--- config.mk ---
export PLATFORM = sky130hd
export DESIGN_NAME = spm_ram
export DESIGN_NICKNAME = d
export VERILOG_FILES = /design/src/sv/assert_macros.svh /design/src/sv/spm_ram.sv
export SDC_FILE = /design/constraint.sdc
export NUM_CORES = 1
export LEC_CHECK = 0
export ABC_AREA = 1
export BUFFER_PORTS_ARGS = -buffer_cell sky130_fd_sc_hd__buf_4
export CAP_MARGIN = 30
export CORE_UTILIZATION = 60
export CTS_CLUSTER_DIAMETER = 50
export DETAILED_ROUTE_END_ITERATION = 10
export HOLD_SLACK_MARGIN = 0.06
export PLACE_DENSITY = 0.83
export SYNTH_ARGS = -nofsm -noshare
export SYNTH_HDL_FRONTEND = slang
export SYNTH_SLANG_ARGS = --single-unit
--- constraint.sdc ---
create_clock -name clk -period 2.8 [get_ports clk]
set_input_delay 0.28 -clock clk [delete_from_list [all_inputs] [get_ports clk]]
set_output_delay 0.28 -clock clk [all_outputs]
set_load 0.05 [all_outputs]
--- src/sv/assert_macros.svh ---
// Assertion macros for the shortest path matrix RTL.
// Depends on nothing; included by modules that carry assertions.
`ifndef ASSERT_MACROS_SVH
`define ASSERT_MACROS_SVH
// Check that a condition implies a consequent in the same cycle.
`define AST_IMPLY(lbl, clk, rst_n, ante, cons) \
	lbl: assert property (@(posedge clk) disable iff (!rst_n) (ante) |-> (cons)) \
		else $error("assertion failed");
// Check that a condition implies a consequent in the next cycle.
`define AST_NEXT(lbl, clk, rst_n, ante, cons) \
	lbl: assert property (@(posedge clk) disable iff (!rst_n) (ante) |=> (cons)) \
		else $error("assertion failed");
`endif

--- src/sv/spm_ram.sv ---
// Generic single-port-write, one-read synchronous RAM with registered read.
// Depends on nothing.
module spm_ram #(
	parameter int Width = 8,
	parameter int Depth = 64
) (
	input  logic                     clk,
	input  logic                     we,
	input  logic [$clog2(Depth)-1:0] waddr,
	input  logic [Width-1:0]         wdata,
	input  logic [$clog2(Depth)-1:0] raddr,
	output logic [Width-1:0]         rdata
);
	logic [Width-1:0] mem [Depth];

	// Write and registered read.
	always_ff @(posedge clk) begin
		if (we) begin
			mem[waddr] <= wdata;
		end
		rdata <= mem[raddr];
	end
endmodule

======== Word-level counts from Yosys, hierarchy flattened ========
Memories as Yosys holds them, arrays and structs flattened. A register that Yosys moved wholly into a read port is not among the register bits.
Cells that the tools add are included.
cells by class
  mux-type cells .......................... 2
operator list
  kind     count
  $mux W1  2
word-level totals
  bits in registers ....................... 0
  bits in writable memories ............... 512
  input bits .............................. 22
  output and inout bits ................... 8
  word-level logic and storage cells ...... 3
  memories kept ........................... 1
memories
  memory  words  width  read ports  clocked after Yosys merged registers in  write ports  RTL line       text
  mem     64     8      1           1                                        1            spm_ram.sv:14  logic [Width-1:0] mem [Depth];

======== Logic depth before layout (Yosys ltp) ========
  word-level depth ........................ 2
  gate-level depth with buffers ........... 12
  mapped depth without buffers ............ 9

======== Least setup slack after synthesis ========
No wires, ideal clock.
  kind .................................... input port to flip-flop
  from .................................... in we
  to ...................................... mem mem[48][0], enable pin
  library setup time ...................... 395 ps
  data arrival time ....................... 1,651 ps
  required time ........................... 2,405 ps
  setup slack ............................. 754 ps
  cell stages on the path ................. 3
  path through ............................ clkbuf_1 nand4_1 nor4_1
on the way
  word-level cells in the longest chain between the ends .. 2
ends and longest elaborated chain
  element                        RTL line       text
  start, declared                spm_ram.sv:8   input logic we,
  $mux W1                        spm_ram.sv:18  if (we) begin
  $mux W1 (implied by the code)  spm_ram.sv:19  mem[waddr] <= wdata;
  end, declared                  spm_ram.sv:14
Every way passes these cells.

======== Final worst setup path ========
  from .................................... in waddr[0]
  to ...................................... mem mem[56][2], enable pin
RTL lines
  element          RTL line      text
  start, declared  spm_ram.sv:9  input logic [$clog2(Depth)-1:0] waddr,
Straight into the memory's write port.

==> results.tsv <==
stage	metric	value	unit
sta	clock_skew	0.0149	ns
hold_path	worst_hold_path.endpoint	rdata[4]$_DFF_P_	
sta	finalCriticalPeriod	1.85	ns
power	seq_power_share	0.531	
cts	cts.hold.buffers_added	1	
setup_path	setup.worst_path.start_class	primary input	
floorplan	fp.dieH	191	um
global_routing	use_met1	0.385	
synth	synth_top_area_share	0.720	
setup_path	timing.rr.end	rdata[0]$_DFF_P_	
global_routing	grt.busiest_layer	met2	
detailed_routing	drt-total-wl	52600	um
global_routing	use_met3	0.0515	
global_routing	grt_pass1_vias	14100	
flow_run	cap_viol_max_count	0	
power	p_per_area	690	nW/um^2
setup_path	cpMaxStageDelayCell	nor2_1	
finish	syn_to_final_growth	10.7	%
hold_path	hp-class	in2reg	
cts	htree_levels	2	
detailed_routing	wl_per_cell	22.5	um
floorplan	rows	68	
global_routing	grt_max_degree	130	
power	comb_power_share	0.066	
sta	setup_viol_count_final	0	
detailed_routing	num_vias	14500	
sta	period_share	0.662	
place	place_ws	0.423	ns
detailed_routing	viasPerCell	6.21	
floorplan	chipWidth	191	um
global_routing	grt_usage	0.295	
place	hpwl	29400	um
finish	layout_common_cells	648 x nand2_1, 512 x edfxtp_1, 439 x nand3_1, 95 x buf_4, 56 x nor2_1	
detailed_routing	ant_nets	0	
place	port_buffers	29	
synth	netlist_area	21300	um^2
power	switching_share	0.215	
global_routing	use_met2	0.481	
sta	fmaxAchievable	0.539	GHz
finish	nNetsFinal	1872	
power	leakagePower	8.60	nW
detailed_routing	detail_route.iter0.violations	2081	
setup_path	critPathRequiredTime	2.98	ns
run_status	outcome	complete, no violations	
global_routing	antenna_found_initial	1	
floorplan	dieArea	36300	um^2
synth	synthDistinctLibCells	16	
sta	tightest_slew	0.911	ns
synth	syn_nets	1827	
cts	clockRootBuffer	clkbuf_16	
sta	setup_ws	0.945	ns
hold_path	min_from	raddr[4]	
sta	final_hold_viol_count	0	
finish	instances_no_fill	2343	
cts	cts_sinks	520	
power	peakVddDrop	0.518	mV
sta	rsz0062_at_grt	no	
synth	ys_seq_area_frac	0.728	
setup_path	reg2regPathDepth	8	
place	dp_cells	2252	
global_routing	overflow	0	
cts	cts_buffer_depth	3	
floorplan	initial_core_util	0.613	
setup_path	cp-end-kind	flop	
place	gp_congestion	0.891	
setup_path	r2r-start	mem[27][0]$_DFFE_PP_	
floorplan	ios	30	
setup_path	crit_path_max_fanout	9	
sta	maxSlewHeadroom	0.391	
synth	avgSynthCellArea	11.8	um^2
power	clkPwrFrac	0.403	
global_routing	grt_pass1_wl	79900	um
cts	cts_tree	done	
setup_path	critical_path.max_stage_delay	0.77	ns
cts	cts_resized	0	
synth	synth_seq_cells	520	
sta	drv_slew	0	
setup_path	crit_family	simple AND/OR/NAND/NOR gates	
synth	yosys-top-cells-area	edfxtp_1 72%, nand2_1 11%, nand3_1 10%	
power	p_int	12.8	mW
cts	post_cts_buffers	0	
floorplan	coreArea	34800	um^2
setup_path	arrival	2.03	ns
setup_path	path_class	in2reg	
setup_path	crit_chain	buf_4 -> inv_1 -> nand4_1 -> nor2_1	
finish	final_common_cell	nand2_1	
synth	synth_top_area_cell	edfxtp_1	
sta	fin_hold_ws	0.195	ns
detailed_routing	first_pass_iters	6	
synth	ys.warnings.count	0	
setup_path	crit_buf_inv	2	
hold_path	hold_depth	4	
cts	clk-insertion-delay-late	0.55	ns
finish	drive_above_1_share	0.0901	
setup_path	reg2reg_slack	1.41	ns
cts	cts_buffers	49	
detailed_routing	post-route-drc-count	0	
power	p_switching	3.50	mW
finish	nFillCells	2322	
synth	syn_inst	1805	
sta	fin_tns_setup	0	ns
cts	clk_pin_slew_worst_paths	0.06	ns
power	fin_total_pwr	16.3	mW
## layer usage
metal	wire length (um)	part of all wire	up-vias
met5	0	0	-
met1	18900	0.36	6930
met2	25700	0.49	1000
met3	5650	0.11	184
met4	2470	0.047	0
li1	-	-	6429
## sequential cells by signal (all words and copies together) (netlist names)
register  cells
mem         512
rdata         8
## synth_stat cells
| cell type | number |
|---|---|
| nand2_1 | 648 |
| edfxtp_1 | 512 |
| nand3_1 | 439 |
| nor2_1 | 56 |
| buf_2 | 37 |
| buf_6 | 35 |
| clkbuf_1 | 15 |
| buf_4 | 14 |
| buf_1 | 10 |
| inv_1 | 10 |
| nand4_1 | 9 |
| dfxtp_1 | 8 |
| nor4_1 | 8 |
| buf_8 | 2 |
| inv_2 | 1 |
| inv_6 | 1 |
## area by class of cell
class	count	area, um^2	area share
Inverter	12	52.6	0.00222
Clock buffer	70	1320	0.0557
Tap cell	455	569	0.0241
Timing Repair Buffer	107	942	0.0399
Sequential cell	520	15500	0.658
Multi-Input combinational cell	1160	4950	0.209
Clock inverter	17	256	0.0109
Antenna cell	2	5.00	0.000212
## power by group through the flow
stage          clock, mW  combinational [mW]  sequential [mW]
2_1_floorplan          0               0.605             8.85
3_3_place_gp           0                1.02             8.81
3_5_place_dp           0                1.04             8.81
4_1_cts             6.59                1.06             8.64
5_1_grt             6.86                1.16             8.64
6_report            6.57                1.08             8.64
## logic make-up (layout without fill, tap and decap cells)
group | count (synthesis) | after routing | share of synthesized area
other cells | 0 | 2 | 0
flops | 520 | 520 | 0.728
buf+inv | 125 | 206 | 0.0402
simple gates | 1160 | 1160 | 0.232
## stage by stage
| step | area [um^2] | utilization |
|---|---|---|
| 3_3_place_gp | 22000 | 0.632 |
| 2_1_floorplan | 21300 | - |
| 3_5_place_dp | 22000 | 0.632 |
| 6_report | 23600 | 0.679 |
| 5_1_grt | 23600 | 0.679 |
| 4_1_cts | 23600 | 0.678 |
## how the worst max path moves through the flow
stage,start,end,slack (ns),depth (start not counted)
after floorplan,we,mem[48][0]$_DFFE_PP_,0.75,3
after global placement,waddr[0],mem[26][5]$_DFFE_PP_,0.63,5
after detailed placement,waddr[0],mem[56][1]$_DFFE_PP_,0.42,4
after CTS,waddr[1],mem[56][2]$_DFFE_PP_,1.02,4
after global routing,waddr[0],mem[0][7]$_DFFE_PP_,0.90,4
final,waddr[0],mem[56][2]$_DFFE_PP_,0.95,4
## worst min-delay path, stage by stage
cell	delay [ns]
buf_4	0.17
nand3_1	0.12
nand3_1	0.08
nand2_1	0.06
(Power assumes the default switching activity.)
